--- config.mk ---
export PLATFORM = sky130hd
export DESIGN_NAME = triple_buffered_sensor_register_target
export DESIGN_NICKNAME = d
export VERILOG_FILES = /design/src/rtl/tbsr_pkg.sv /design/src/rtl/triple_buffered_sensor_register_target.sv
export SDC_FILE = /design/constraint.sdc
export NUM_CORES = 1
export LEC_CHECK = 0
export BUFFER_PORTS_ARGS = -buffer_cell sky130_fd_sc_hd__buf_2
export CELL_PAD_IN_SITES_DETAIL_PLACEMENT = 0
export CELL_PAD_IN_SITES_GLOBAL_PLACEMENT = 2
export CORE_MARGIN = 1.5
export CORE_UTILIZATION = 35
export CTS_CLUSTER_SIZE = 14
export DETAILED_ROUTE_END_ITERATION = 16
export PLACE_DENSITY = 0.74
export REMOVE_ABC_BUFFERS = 1
export SETUP_SLACK_MARGIN = 0.5
export SYNTH_ARGS = -nofsm -noshare
export SYNTH_HDL_FRONTEND = slang
export SYNTH_SLANG_ARGS = --single-unit
--- constraint.sdc ---
create_clock -name i_clk -period 15.76 [get_ports i_clk]
set_clock_uncertainty 0.05 [all_clocks]
set_input_delay 0.788 -clock i_clk [delete_from_list [all_inputs] [get_ports i_clk]]
set_output_delay 0.788 -clock i_clk [all_outputs]
set_load 0.01 [all_outputs]
--- src/rtl/tbsr_pkg.sv ---
`timescale 1ns / 1ps

package tbsr_pkg;

    localparam int unsigned SLOT_COUNT      = 3;
    localparam int unsigned WORDS_PER_IMAGE = 9;
    localparam int unsigned BYTES_PER_IMAGE = 2 * WORDS_PER_IMAGE;

    localparam logic [2:0] MODE_UPDATE     = 3'd0;
    localparam logic [2:0] MODE_SET_ADDR   = 3'd1;
    localparam logic [2:0] MODE_READ_START = 3'd2;
    localparam logic [2:0] MODE_READ_NEXT  = 3'd3;
    localparam logic [2:0] MODE_STOP       = 3'd4;

    localparam logic [1:0] WRITER_RESET  = 2'd1;
    localparam logic [1:0] PENDING_RESET = 2'd2;
    localparam logic [1:0] READER_RESET  = 2'd0;

    localparam logic [7:0] UNMAPPED_BYTE = 8'hFF;
    localparam logic [7:0] IDLE_BYTE     = 8'h00;

    localparam logic [7:0] GYRO_FIRST  = 8'h14;
    localparam logic [7:0] EULER_LAST  = 8'h1F;
    localparam logic [7:0] ACCEL_FIRST = 8'h28;
    localparam logic [7:0] ACCEL_LAST  = 8'h2D;
    localparam logic [4:0] ACCEL_BASE  = 5'd12;

    typedef logic [BYTES_PER_IMAGE-1:0][7:0] t_row;

    typedef enum logic [1:0] {
        ST_IDLE  = 2'b01,
        ST_SERVE = 2'b10
    } t_state;

endpackage

--- src/rtl/triple_buffered_sensor_register_target.sv ---
`timescale 1ns / 1ps

// Every transaction accepted on start (while busy is low) yields exactly one result, shown on
// o_read_byte and o_byte_valid for the single cycle in which o_strobe is high. At the edge that
// accepts a transaction the slot roles and the register pointer are updated, an update writes
// its whole image as one row of the three-row image memory, and a read issues the row read of
// its image; busy is then high for one cycle while the registered row data is turned into the
// served byte, and the result appears in the cycle after that. As the memory read is registered,
// start is not accepted while busy is high, but can be in the cycle in which a result is shown.
// Results cannot be held off and must be taken in the cycle they are shown. Reset needs no
// clearing pass: each image row has a valid flag, and a row never written reads as zeros.
module triple_buffered_sensor_register_target (
    input  logic        i_clk,
    input  logic        i_rst_n,
    input  logic        start,
    output logic        busy,
    input  logic [2:0]  i_mode,
    input  logic [7:0]  i_register_address,
    input  logic [15:0] i_gyro_x,
    input  logic [15:0] i_gyro_y,
    input  logic [15:0] i_gyro_z,
    input  logic [15:0] i_euler_x,
    input  logic [15:0] i_euler_y,
    input  logic [15:0] i_euler_z,
    input  logic [15:0] i_accel_x,
    input  logic [15:0] i_accel_y,
    input  logic [15:0] i_accel_z,
    output logic        o_strobe,
    output logic [7:0]  o_read_byte,
    output logic        o_byte_valid
);

    tbsr_pkg::t_row r_image_mem [tbsr_pkg::SLOT_COUNT];
    tbsr_pkg::t_row r_rd_row;

    tbsr_pkg::t_state r_state, n_state;

    logic [tbsr_pkg::SLOT_COUNT-1:0] r_row_valid;
    logic [1:0] r_writer, n_writer;
    logic [1:0] r_pending, n_pending;
    logic [1:0] r_reader, n_reader;
    logic [7:0] r_pointer, n_pointer;

    logic       r_is_read;
    logic       r_mapped;
    logic       r_rd_row_valid;
    logic [4:0] r_offset;

    logic       r_strobe;
    logic [7:0] r_read_byte;
    logic       r_byte_valid;

    logic       accept;
    logic       is_read;
    logic       do_write;
    logic [1:0] rd_slot;
    logic       rd_slot_ok;
    logic       mapped;
    logic [4:0] offset;
    logic [7:0] gyro_delta;
    logic [7:0] accel_delta;
    tbsr_pkg::t_row wr_row;

    assign accept = start && (r_state == tbsr_pkg::ST_IDLE);
    assign busy   = (r_state == tbsr_pkg::ST_SERVE);

    assign wr_row = {i_accel_z, i_accel_y, i_accel_x,
                     i_euler_z, i_euler_y, i_euler_x,
                     i_gyro_z, i_gyro_y, i_gyro_x};

    assign gyro_delta  = r_pointer - tbsr_pkg::GYRO_FIRST;
    assign accel_delta = r_pointer - tbsr_pkg::ACCEL_FIRST;

    always_comb begin
        n_writer  = r_writer;
        n_pending = r_pending;
        n_reader  = r_reader;
        n_pointer = r_pointer;
        is_read   = 1'b0;
        do_write  = 1'b0;
        rd_slot   = r_reader;
        unique case (i_mode)
            tbsr_pkg::MODE_UPDATE: begin
                do_write  = (r_writer < 2'(tbsr_pkg::SLOT_COUNT));
                n_writer  = r_pending;
                n_pending = r_writer;
            end
            tbsr_pkg::MODE_SET_ADDR: begin
                n_pointer = i_register_address;
            end
            tbsr_pkg::MODE_READ_START: begin
                n_reader  = r_pending;
                n_pending = r_reader;
                rd_slot   = r_pending;
                is_read   = 1'b1;
                n_pointer = r_pointer + 8'd1;
            end
            tbsr_pkg::MODE_READ_NEXT: begin
                is_read   = 1'b1;
                n_pointer = r_pointer + 8'd1;
            end
            tbsr_pkg::MODE_STOP: begin
                n_pointer = 8'd0;
            end
            default: begin
            end
        endcase
    end

    assign rd_slot_ok = (rd_slot < 2'(tbsr_pkg::SLOT_COUNT));

    always_comb begin
        mapped = 1'b0;
        offset = 5'd0;
        if (r_pointer >= tbsr_pkg::GYRO_FIRST && r_pointer <= tbsr_pkg::EULER_LAST) begin
            mapped = 1'b1;
            offset = gyro_delta[4:0];
        end else if (r_pointer >= tbsr_pkg::ACCEL_FIRST
                     && r_pointer <= tbsr_pkg::ACCEL_LAST) begin
            mapped = 1'b1;
            offset = tbsr_pkg::ACCEL_BASE + accel_delta[4:0];
        end
    end

    always_ff @(posedge i_clk) begin
        if (accept && do_write) begin
            r_image_mem[r_writer] <= wr_row;
        end
        if (accept && is_read && rd_slot_ok) begin
            r_rd_row <= r_image_mem[rd_slot];
        end
    end

    always_ff @(posedge i_clk) begin
        if (accept) begin
            r_is_read      <= is_read;
            r_mapped       <= mapped && rd_slot_ok;
            r_offset       <= offset;
            r_rd_row_valid <= rd_slot_ok && r_row_valid[rd_slot];
        end
    end

    always_comb begin
        n_state = r_state;
        unique case (r_state)
            tbsr_pkg::ST_IDLE:  if (accept) n_state = tbsr_pkg::ST_SERVE;
            tbsr_pkg::ST_SERVE: n_state = tbsr_pkg::ST_IDLE;
            default:            n_state = tbsr_pkg::ST_IDLE;
        endcase
    end

    always_ff @(posedge i_clk) begin
        if (!i_rst_n) begin
            r_state     <= tbsr_pkg::ST_IDLE;
            r_row_valid <= '0;
            r_writer    <= tbsr_pkg::WRITER_RESET;
            r_pending   <= tbsr_pkg::PENDING_RESET;
            r_reader    <= tbsr_pkg::READER_RESET;
            r_pointer   <= 8'd0;
        end else begin
            r_state <= n_state;
            if (accept) begin
                r_writer  <= n_writer;
                r_pending <= n_pending;
                r_reader  <= n_reader;
                r_pointer <= n_pointer;
                if (do_write) begin
                    r_row_valid[r_writer] <= 1'b1;
                end
            end
        end
    end

    always_ff @(posedge i_clk) begin
        if (!i_rst_n) begin
            r_strobe     <= 1'b0;
            r_byte_valid <= 1'b0;
            r_read_byte  <= tbsr_pkg::IDLE_BYTE;
        end else if (r_state == tbsr_pkg::ST_SERVE) begin
            r_strobe     <= 1'b1;
            r_byte_valid <= r_is_read;
            if (!r_is_read) begin
                r_read_byte <= tbsr_pkg::IDLE_BYTE;
            end else if (!r_mapped) begin
                r_read_byte <= tbsr_pkg::UNMAPPED_BYTE;
            end else if (!r_rd_row_valid) begin
                r_read_byte <= 8'd0;
            end else begin
                r_read_byte <= r_rd_row[r_offset];
            end
        end else begin
            r_strobe     <= 1'b0;
            r_byte_valid <= 1'b0;
            r_read_byte  <= tbsr_pkg::IDLE_BYTE;
        end
    end

    assign o_strobe     = r_strobe;
    assign o_read_byte  = r_read_byte;
    assign o_byte_valid = r_byte_valid;

endmodule

======== Word-level counts from Yosys, hierarchy flattened ========
Memory sizes are Yosys's and may differ from the RTL's. A register that Yosys moved wholly into a read port is not among the register bits.
Cells that the tools add are included.
storage, ports and cells
  register bits ........................... 37
  RAM bits ................................ 432
  input bits .............................. 158
  output and inout bits ................... 11
  logic and storage cells ................. 75
  memories ................................ 1
cells by class
  $add $sub $neg .......................... 4
  order comparisons ....................... 10
  equality and inequality tests ........... 6
  muxes and demuxes ....................... 20
  bitwise logic cells ..................... 1
  reductions and logical operators ........ 20
memory list
  name         words  width  read ports  clocked after Yosys merged registers in  wr ports  line                                          RTL
  r_image_mem  3      144    1           1                                        1         triple_buffered_sensor_register_target.sv:33  tbsr_pkg::t_row r_image_mem [tbsr_pkg::SLOT_COUNT];
operators by type and width
  cell                 number
  $bmux 8 s5           1
  $mux 8               3
  $pmux 8 s3           1
  $reduce_and 2->1     6
  $mux 5               2
  $logic_and 1x1->1    9
  $mux 1               9
  $add 8x1->8 const B  1
  $ge 8x5->1 const B   1
  $ge 8x6->1 const B   1
  $le 8x5->1 const B   1
  $le 8x6->1 const B   1
  $eq 3x2->1 const B   2
  $lt 2x3->1 const B   2
  $lt 5x6->1 const B   1
  $add 4x5->5 const A  1
  $sub 5x4->5 const B  1
  $sub 5x5->5 const B  1
  $lt 2x2->1 const B   2
  $pmux 2 s2           1
  $eq 3x1->1 const B   1
  $eq 3x3->1 const B   1
  $logic_not 3->1      1
  $or 3x3->3           1
  10 further kinds     10

======== Logic depth before layout (Yosys ltp) ========
Gate-level depths: netlist of the first run.
  word-level depth ........................ 5
  gate-level depth with buffers ........... 7
  gate-level depth less buffers ........... 6

======== Worst setup path before layout of the first run ========
No wires, ideal clock.
  path kind ............................... input to register
  from .................................... input port i_mode[1]
  to ...................................... memory r_image_mem[2][0] in the netlist's numbering, enable pin
  setup time .............................. 0.856 ns
  arrival time ............................ 11.743 ns
  slack ................................... 3.111 ns
  stages on the path ...................... 3
  buffers on the path ..................... 1
  cell sequence ........................... buf_2 nand3b_1 nor3b_1
between the ends
  cells in the longest elaborated chain, start to end .. 5
RTL lines
  what                          line                                           RTL
  from (decl)                   triple_buffered_sensor_register_target.sv:17   input logic [2:0] i_mode,
  $logic_not 3->1               triple_buffered_sensor_register_target.sv:82   unique case (i_mode)
  $mux 1                        triple_buffered_sensor_register_target.sv:82
  $logic_and 1x1->1             triple_buffered_sensor_register_target.sv:126  if (accept && do_write) begin
  $mux 1                        triple_buffered_sensor_register_target.sv:126
  $mux 1 (implied by the code)  triple_buffered_sensor_register_target.sv:127  r_image_mem[r_writer] <= wr_row;
  to (decl)                     triple_buffered_sensor_register_target.sv:33
No other way between the ends.

======== Final worst setup path of the first run ========
  from .................................... input port i_mode[1]
  to ...................................... register r_rd_row[99] in the netlist's numbering, read port of r_image_mem, enable pin
between the ends
  cells in the longest elaborated chain, start to end .. 5
  elaborated cells on any way between the ends .. 8
RTL lines
  what                                                line                                          RTL
  branches (longest 5 deep; another with $lt 2x2->1)  -
  to (decl)                                           triple_buffered_sensor_register_target.sv:34  tbsr_pkg::t_row r_rd_row;
Several ways; the timed one is not identified.
A chain may end at the register's enable or synchronous reset.

==> impl_results.md, run 1 <==
* Status: finished clean
* Share of layout cells above drive strength 1 at 0.202
* Hold WS at 342 ps
* PD cells at between 100 and 150 nW/µm²
* Post-detail-place hpwl at 25800 µm
* GR Util All Layers at 0.140
* CP arrival at 4490 ps
* Startpoint types: primary input
* Initial core utilization at 0.352
* Sequential element share of the synthesized area at 0.784
* CTS resizes at 0
* Initial antenna violation count at 13
* Layout Cells excl Fill at between 2000 and 2500
* Yosys warns at 0
* Slew Viols, Final at 0
* Via count of the routed design at ~12000
* First-pass GRT wire length at around 70000 µm
* Post-Syn Area at roughly 23000 µm²
* Maxcap violations at 0
* Critical path class: primary input to register
* DRT iter0 DRCs at approximately 770
* GPL Wtd Cong at between 0.7 and 0.8
* Final Hold Fails at 0
* RSZ-0062 raised after global routing: false
* Area Growth Syn to Fin at 16.9%
* Clock tree buffer depth at 3
* H-Tree Depth at 3
* Endpoints failing setup at 0
* Fin nets at between 1500 and 2000
* FP Rows at between 90 and 100
* Async SR Flop Fraction at 0
* Minimum clock period at roughly 4300 ps
* Post-place setup slack at between 10000 and 15000 ps
* Leak Pwr at 0.00985 µW
* IO Count at around 170
* Placeable Area at approximately 66000 µm²
* Hold-fix buffers at CTS at 0
* Distinct cells, synth at 44
* Drt pass-1 iters at 5
* Die Ht at 260 µm
* Clk sink count at 613
* Setup WS post-layout at roughly 11000 ps
* Crit. Startpoint: i_mode[1]
* Worst EP required at between 15000 and 20000 ps
* Detailed Route WL at 47500 µm
* Fill cells at approximately 6000
* Largest net degree at the start of global routing at just under 200
* EDFF count, synth at slightly below 600
* Placed insts at around 2300
* Die area at 67600 µm²
* CP max FO at 193
* Peak VDD IR at roughly 0.075 mV
* CTS tree: done
* Final Cycle Share at 0.275
* Grt ovf at 0
* Horiz. Die Dim at 260 µm
* RR Startpoint: r_pending[1]$_SDFFE_PN1P_
* Vias in the first global route at ~12000
* Num CTS Buffers at 67
* Actual slew at the worst max-slew pin at ~1100 ps
* Root buf cell: clkbuf_16
* Crit. End Element: register
* Port bufs at roughly 170
* Clk_lat worst skew at roughly 590 ps
* DRC viols at 0
* CTS clock-pin slew for the worst setup and hold paths at around 60 ps
* Via density at a little under 5
* Min-delay src: i_gyro_y[7]
* Setup bufs post-CTS at 0
* Main synth FF type: edfxtp_1
* Worst hold path type: primary input to register
* Post-route ant nets at 0
* Worst rel slew slack at 0.263
* Mean Syn Cell Area at roughly 18 µm²
* Flops & latches, synth at a little over 600
* Wire per inst at roughly 20 µm
* Mapped Cells at about 1300
* Fmax at between 0.2 and 0.25 GHz
## report_power, final
part	total [µW]	internal (µW)	switching [µW]	leakage (µW)
Combinational	192	73.2	119	0.00330
Sequential	1830	1820	8.74	0.00551
Clock	1530	906	623	0.00104
## placed cells by master (no fill, tap or decap), types with 4 or more instances in the layout
| master | n |
|---|---|
| edfxtp_1 | 584 |
| mux2i_1 | 175 |
| buf_2 | 168 |
| nor2_1 | 160 |
| a21oi_1 | 151 |
| clkbuf_16 | 68 |
| mux4_2 | 32 |
| dfxtp_1 | 29 |
| o21ai_0 | 16 |
| clkbuf_1 | 16 |
| nand2_1 | 14 |
| clkinv_1 | 12 |
| ha_1 | 9 |
| o22ai_1 | 8 |
| a21o_1 | 8 |
| inv_6 | 8 |
| buf_4 | 8 |
| inv_1 | 6 |
| bufinv_16 | 6 |
| clkinv_2 | 6 |
| nor3_1 | 5 |
| buf_12 | 5 |
| nand2b_1 | 4 |
| and2_1 | 4 |
| nand3_1 | 4 |
| o21a_1 | 4 |
| and3_1 | 4 |
## cell families after synthesis
kind of cell | count (synthesis) | share of synthesized area
DFF | 613 | 0.784
and+or+nand+nor | 211 | 0.0387
muxes | 209 | 0.108
AOI/OAI and AO/OA | 201 | 0.0471
buffers and inverters | 74 | 0.0172
adders and majority gates | 9 | 0.00487
xor gates and xnor gates | 2 | 0.000758
## area by class of cell
cell class / count / area, µm² / share of cell area
sequential: 613 / 18100 / 0.670
multi-input combinational: 632 / 4660 / 0.172
clock buffer: 86 / 1790 / 0.0662
tap: 864 / 1080 / 0.0400
timing repair buffer: 181 / 1000 / 0.0370
clock inverter: 33 / 349 / 0.0129
inverter: 8 / 30.0 / 0.00111
antenna: 3 / 7.51 / 0.000278
## critical path, stage by stage
cell	delay [ps]
buf_2	160
nor3b_2	460
mux2i_4	330
buf_12	580
nor2_1	210
nor2_4	140
buf_4	850
buf_4	830
## Yosys cell counts, types with 8 or more instances
cell	n	share of area
a21o_1	8	0.0026
a21oi_1	151	0.033
buf_1	10	0.0016
buf_2	14	0.0030
buf_6	12	0.0058
clkbuf_1	27	0.0044
dfxtp_1	29	0.025
edfxtp_1	584	0.76
ha_1	9	0.0049
mux2i_1	177	0.077
mux4_2	32	0.031
nand2_1	14	0.0023
nor2_1	161	0.026
o21ai_0	16	0.0035
o22ai_1	8	0.0022
## stage by stage
| stage | area (µm²) | total power, µW | TNS, ps | utilization |
|---|---|---|---|---|
| 5_1_grt | 27000 | 3670 | 0 | 0.412 |
| 4_1_cts | 27000 | 3590 | 0 | 0.412 |
| 2_1_floorplan | 22800 | 2050 | -551180 | - |
| 6_report | 27000 | 3550 | 0 | 0.412 |
| 3_5_place_dp | 24900 | 2060 | 0 | 0.379 |
| 3_3_place_gp | 24900 | 2050 | 0 | 0.379 |
## sequential cells by signal, summed over array words and instances, names as in the netlist
register        cells
r_image_mem       432
r_state             2
r_mapped            1
r_reader            2
r_pointer           8
o_byte_valid        1
r_rd_row_valid      1
r_pending           2
o_read_byte         8
r_row_valid         3
r_is_read           1
r_writer            2
r_rd_row          144
o_strobe            1
r_offset            5
## final timing paths
path | endpoint | slack [ps] | cells after the start
max reg2reg | r_rd_row[99]$_DFFE_PP_ | 12050 | 6
max | r_rd_row[99]$_DFFE_PP_ | 11430 | 8
min | r_image_mem[1][23]$_DFFE_PP_ | 340 | 1
min reg2reg | r_row_valid[1]$_SDFFE_PN0P_ | 420 | 1
## routing by layer
metal | vias up | global-route usage | wire length [µm]
met4 | 14 | 0.0459 | 966
met1 | 5792 | 0.186 | 21200
met5 | - | 0 | 86
li1 | 5486 | - | -
met2 | 247 | 0.224 | 22600
met3 | 79 | 0.0349 | 2690
Power figures use the tool's default switching activity.
==> run 2, diff against run 1 <==
--- a/config.mk
+++ b/config.mk
@@ -12,7 +12,7 @@
 export CORE_UTILIZATION = 35
 export CTS_CLUSTER_SIZE = 14
 export DETAILED_ROUTE_END_ITERATION = 16
-export PLACE_DENSITY = 0.74
+export PLACE_DENSITY = 0.76
 export REMOVE_ABC_BUFFERS = 1
 export SETUP_SLACK_MARGIN = 0.5
 export SYNTH_ARGS = -nofsm -noshare
==> constraint.sdc (replaced) <==
create_clock -name i_clk -period 3.5 [get_ports i_clk]
set_clock_uncertainty 0.05 [all_clocks]
set_input_delay 0.175 -clock i_clk [delete_from_list [all_inputs] [get_ports i_clk]]
set_output_delay 0.175 -clock i_clk [all_outputs]
set_load 0.01 [all_outputs]
==> impl_results.md, run 2 (synthesis gave the netlist of run 1 again) <==
* Initial antenna violation count at 1
* Endpoints failing setup at 0
* CP max stage cell: buf_12
* Die area at roughly 68000 µm²
* Worst EP required at 3660 ps
* Met1 GRT Util at 0.196
* Share of layout cells above drive strength 1 at 0.187
* Detailed Route WL at 48700 µm
* Met2 usage at 0.234
* Horiz. Die Dim at roughly 260 µm
* Via count of the routed design at 12200
* Setup bufs post-CTS at 0
* Clk sink count at 613
* Root buf cell: clkbuf_16
* RSZ-0062 raised after global routing: false
* Reg with most FFs: r_image_mem
* Grt ovf at 0
* Minimum clock period at 2600 ps
* Commonest non-fill, non-tap cell in the layout: edfxtp_1
* CTS tree: done
* GR Util All Layers at 0.144
* GRT Max-Usage Layer: met2
* Leading cell types in the layout, fill and taps excluded: edfxtp_1 (584), mux2i_1 (175), buf_2 (168), nor2_1 (160), dlygate4sd3_1 (159)
* Routing usage on met3 at 0.0253
* Worst rel slew slack at 0.442
* Fmax at 0.384 GHz
* CTS clock-pin slew for the worst setup and hold paths at about 60 ps
* Final Hold Fails at 0
* CP arrival at between 2000 and 3000 ps
* Critical path cell sequence: and3b_1 > buf_4 > nand3b_1 > nor3b_2 > buf_12
* DRC viols at 0
* Worst hold path type: primary input to register
* Port bufs at 168
* CP max stage delay at 450 ps
* FP Rows at 94
* Post-layout util at 0.438
* Drt pass-1 iters at 5
* PD cells at 556 nW/µm²
* Placeable Area at around 66000 µm²
* Critical path class: register to register
* CTS resizes at 0
* Actual slew at the worst max-slew pin at 838 ps
* GPL Wtd Cong at about 0.75
* Clock tree buffer depth at 3
* Status: finished clean
* Die Ht at approximately 260 µm
* Biggest regs: r_image_mem x432, r_rd_row x144
* Peak VDD IR at between 0.3 and 0.4 mV
* Post-detail-place hpwl at between 20000 and 30000 µm
* Final Cycle Share at 0.743
* H-Tree Depth at 3
* Fin nets at 1838
* First-pass GRT wire length at around 73000 µm
* Largest net degree at the start of global routing at about 150
* Maxcap violations at 0
* Layout Cells excl Fill at 2585
* DRT iter0 DRCs at 802
* Post-route ant nets at 0
* CP max FO at between 100 and 150
* Crit. End Element: register
* Leak Pwr at 0.0106 µW
* Area Growth Syn to Fin at 24.3%
* Tot Pwr at between 15000 and 20000 µW
* Largest register FFs at ~430
* Fill cells at roughly 5800
* Via density at 4.72
* Initial core utilization at 0.352
* Hold-fix buffers at CTS at around 160
* Antenna cells at 0
* Wire per inst at about 19 µm
* Slew Viols, Final at 0
* Clk_lat worst skew at ~600 ps
* Num CTS Buffers at between 60 and 70
* Vias in the first global route at roughly 13000
* IO Count at ~170
* Startpoint types: register
* Placed insts at between 2000 and 2500
[run 2: worst max-delay path: cells and delay by family (launching register included)]
family	cells	cell delay, ps
flops	1	320
buf+inv	2	700
simple gates	3	880
[run 2: final timing paths]
check | startpoint | endpoint | slack, ps | cells past startpoint
max | r_state[1]$_SDFFE_PN0P_ | r_image_mem[2][124]$_DFFE_PP_ | 900 | 5
min | start | r_state[0]$_SDFFE_PN1P_ | 140 | 4
max reg2reg | r_state[1]$_SDFFE_PN0P_ | r_image_mem[2][124]$_DFFE_PP_ | 900 | 5
min reg2reg | r_row_valid[0]$_SDFFE_PN0P_ | r_row_valid[0]$_SDFFE_PN0P_ | 420 | 1
[run 2: area by class of cell]
class | count | area, µm² | area share
repair buffers | 349 | 2760 | 0.0960
multi-input cells | 632 | 4660 | 0.162
clock buffers | 85 | 1810 | 0.0629
well taps | 864 | 1080 | 0.0376
inverters | 8 | 30.0 | 0.00104
flip-flops and latches | 613 | 18100 | 0.630
clock inverters | 34 | 297 | 0.0103
[run 2: power breakdown]
part	internal (µW)	switching, µW	leakage [µW]
registers	8180	39.8	0.00551
clock network	3970	2760	0.00104
logic	460	581	0.00405
[run 2: metal layers]
metal	routed length (µm)	part of all wire
met4	916	0.019
met1	22500	0.46
met5	12	0.00025
met2	23300	0.48
met3	1930	0.040
[run 2: metrics by stage]
stage	setup TNS, ps	instance area [µm²]	hold slack [ps]	setup slack [ps]
after floorplan	-7406660	22800	187	-15470
after CTS	0	28700	86.4	901
after global routing	0	28700	160	730
after detailed placement	0	25100	328	946
final	0	28700	136	898
after global placement	0	25100	322	968
==> run 3, diff against run 2 <==
--- a/config.mk
+++ b/config.mk
@@ -12,7 +12,7 @@
 export CORE_UTILIZATION = 35
 export CTS_CLUSTER_SIZE = 14
 export DETAILED_ROUTE_END_ITERATION = 16
-export PLACE_DENSITY = 0.76
+export PLACE_DENSITY = 0.74
 export REMOVE_ABC_BUFFERS = 1
 export SETUP_SLACK_MARGIN = 0.5
 export SYNTH_ARGS = -nofsm -noshare
==> constraint.sdc (replaced) <==
create_clock -name i_clk -period 2.71 [get_ports i_clk]
set_clock_uncertainty 0.05 [all_clocks]
set_input_delay 0.1355 -clock i_clk [delete_from_list [all_inputs] [get_ports i_clk]]
set_output_delay 0.1355 -clock i_clk [all_outputs]
set_load 0.01 [all_outputs]
==> impl_results.md, run 3 (synthesis gave the netlist of run 1 again) <==
* Fill cells at approximately 5800
* Via density at 4.75
* Clk_lat worst skew at about 580 ps
* Post-route ant nets at 0
* FP Rows at 94
* DRC viols at 0
* Commonest non-fill, non-tap cell in the layout: edfxtp_1
* Worst hold path type: primary input to register
* Biggest regs: r_image_mem x432, r_rd_row x144
* H-Tree Depth at 3
* Share of layout cells above drive strength 1 at 0.202
* Largest register FFs at 432
* CTS clock-pin slew for the worst setup and hold paths at 60 ps
* RSZ-0062 raised after global routing: false
* Placeable Area at 65600 µm²
* Actual slew at the worst max-slew pin at 580 ps
* Leak Pwr at approximately 0.011 µW
* Hold WS at between 100 and 150 ps
* CTS tree: done
* GPL Wtd Cong at roughly 0.74
* Min-delay src: start
* PD cells at between 700 and 800 nW/µm²
* Fmax at between 0.4 and 0.5 GHz
* Die area at 67600 µm²
* Hold depth at 4
* Worst EP required at ~3100 ps
* CP arrival at approximately 2500 ps
* Peak VDD IR at ~0.51 mV
* Maxcap violations at 0
* RR Startpoint: r_offset[0]$_DFFE_PP_
* Root buf cell: clkbuf_16
* DRT iter0 DRCs at 715
* First-pass GRT wire length at about 75000 µm
* Endpoints failing setup at 0
* Initial antenna violation count at 6
* GR Util All Layers at 0.147
* Fin nets at 1865
* Via count of the routed design at around 12000
* Post-layout util at 0.445
* FF-to-FF path depth at 5
* Initial core utilization at 0.352
* Reg with most FFs: r_image_mem
* Port bufs at 168
* Reg2reg setup slack at ~600 ps
* Drt pass-1 iters at 5
* Post-route cell area at between 20000 and 30000 µm²
* Final Hold Fails at 0
* Status: finished clean
* Reg2Reg Capture Point: o_read_byte[2]$_SDFF_PN0_
* Startpoint types: register
* Largest net degree at the start of global routing at 73
* Die Ht at between 200 and 300 µm
* Post-place setup slack at around 240 ps
* Slew Viols, Final at 0
* Num CTS Buffers at 67
* Area of the multi-input gates at roughly 4700 µm²
* Horiz. Die Dim at about 260 µm
* Setup WS post-layout at slightly above 600 ps
* Worst rel slew slack at 0.613
* Minimum clock period at roughly 2100 ps
* Final Cycle Share at 0.777
* Placed cell area at approximately 25000 µm²
* Crit. End Element: register
* Storage cell area at 18100 µm²
* Clock tree buffer depth at 3
* IO Count at roughly 170
* Hold path endpoint: r_state[0]$_SDFFE_PN1P_
* Area Growth Syn to Fin at 26.3%
* Critical path class: register to register
* Wire per inst at 18.9 µm
* Post-detail-place hpwl at ~29000 µm
* CP max FO at 20
* Clk sink count at slightly above 600
* Grt ovf at 0
* Leading cell types in the layout, fill and taps excluded: edfxtp_1 (584), mux2i_1 (172), buf_2 (168), nor2_1 (160), dlygate4sd3_1 (156)
* Detailed Route WL at between 40000 and 50000 µm
* Vias in the first global route at around 13000
* Crit. Startpoint: r_offset[0]$_DFFE_PP_
-- run 3: area by class of cell --
| type | count | share of cell area |
|---|---|---|
| antenna | 1 | 0.0000857 |
| clock buffer | 86 | 0.0613 |
| clock inverter | 29 | 0.0121 |
| inverter | 8 | 0.00103 |
| multi-input combinational | 632 | 0.160 |
| sequential | 613 | 0.620 |
| tap | 864 | 0.0370 |
| timing repair buffer | 376 | 0.108 |
-- run 3: routing by layer --
layer,global-route usage,vias to the layer above,part of all wire
met3,0.0292,89,0.047
met1,0.198,6155,0.46
met4,0.0505,10,0.022
met2,0.236,269,0.47
li1,-,5870,-
met5,0,-,0.0011
-- run 3: worst max path at each step --
stage	endpoint	slack (ps)
6_report	o_read_byte[2]$_SDFF_PN0_	600
5_1_grt	o_read_byte[4]$_SDFF_PN0_	520
4_1_cts	r_image_mem[0][17]$_DFFE_PP_	470
3_5_place_dp	r_rd_row[86]$_DFFE_PP_	240
3_3_place_gp	r_rd_row[102]$_DFFE_PP_	280
2_1_floorplan	r_rd_row[0]$_DFFE_PP_	-16230
-- run 3: stage by stage --
step / power, µW / setup TNS [ps] / cells
3_5_place_dp: 12000 / 0 / 2331
3_3_place_gp: 12000 / 0 / 2331
2_1_floorplan: 11900 / -7970450 / 1253
4_1_cts: 21200 / 0 / 2606
6_report: 20900 / 0 / 2609
5_1_grt: 21700 / 0 / 2609
-- run 3: where the power goes --
group,switching [µW],internal [µW],total (µW)
combinational,745,630,1370
clock,3490,5420,8910
sequential,51.7,10600,10600
-- run 3: timing repair --
item                                   CTS  global route
gates resized for setup                  4             4
hold buffers                           156             0
cloned                                   2             0
endpoints found under the hold margin  449             0
setup endpoints to repair              146           360
setup buffers                            2             2
-- run 3: critical path, cell delays in order (launching register included) --
cell,delay [ps]
edfxtp_1,450
buf_12,250
mux4_2,530
mux2i_1,310
o22ai_1,200
a21o_1,180
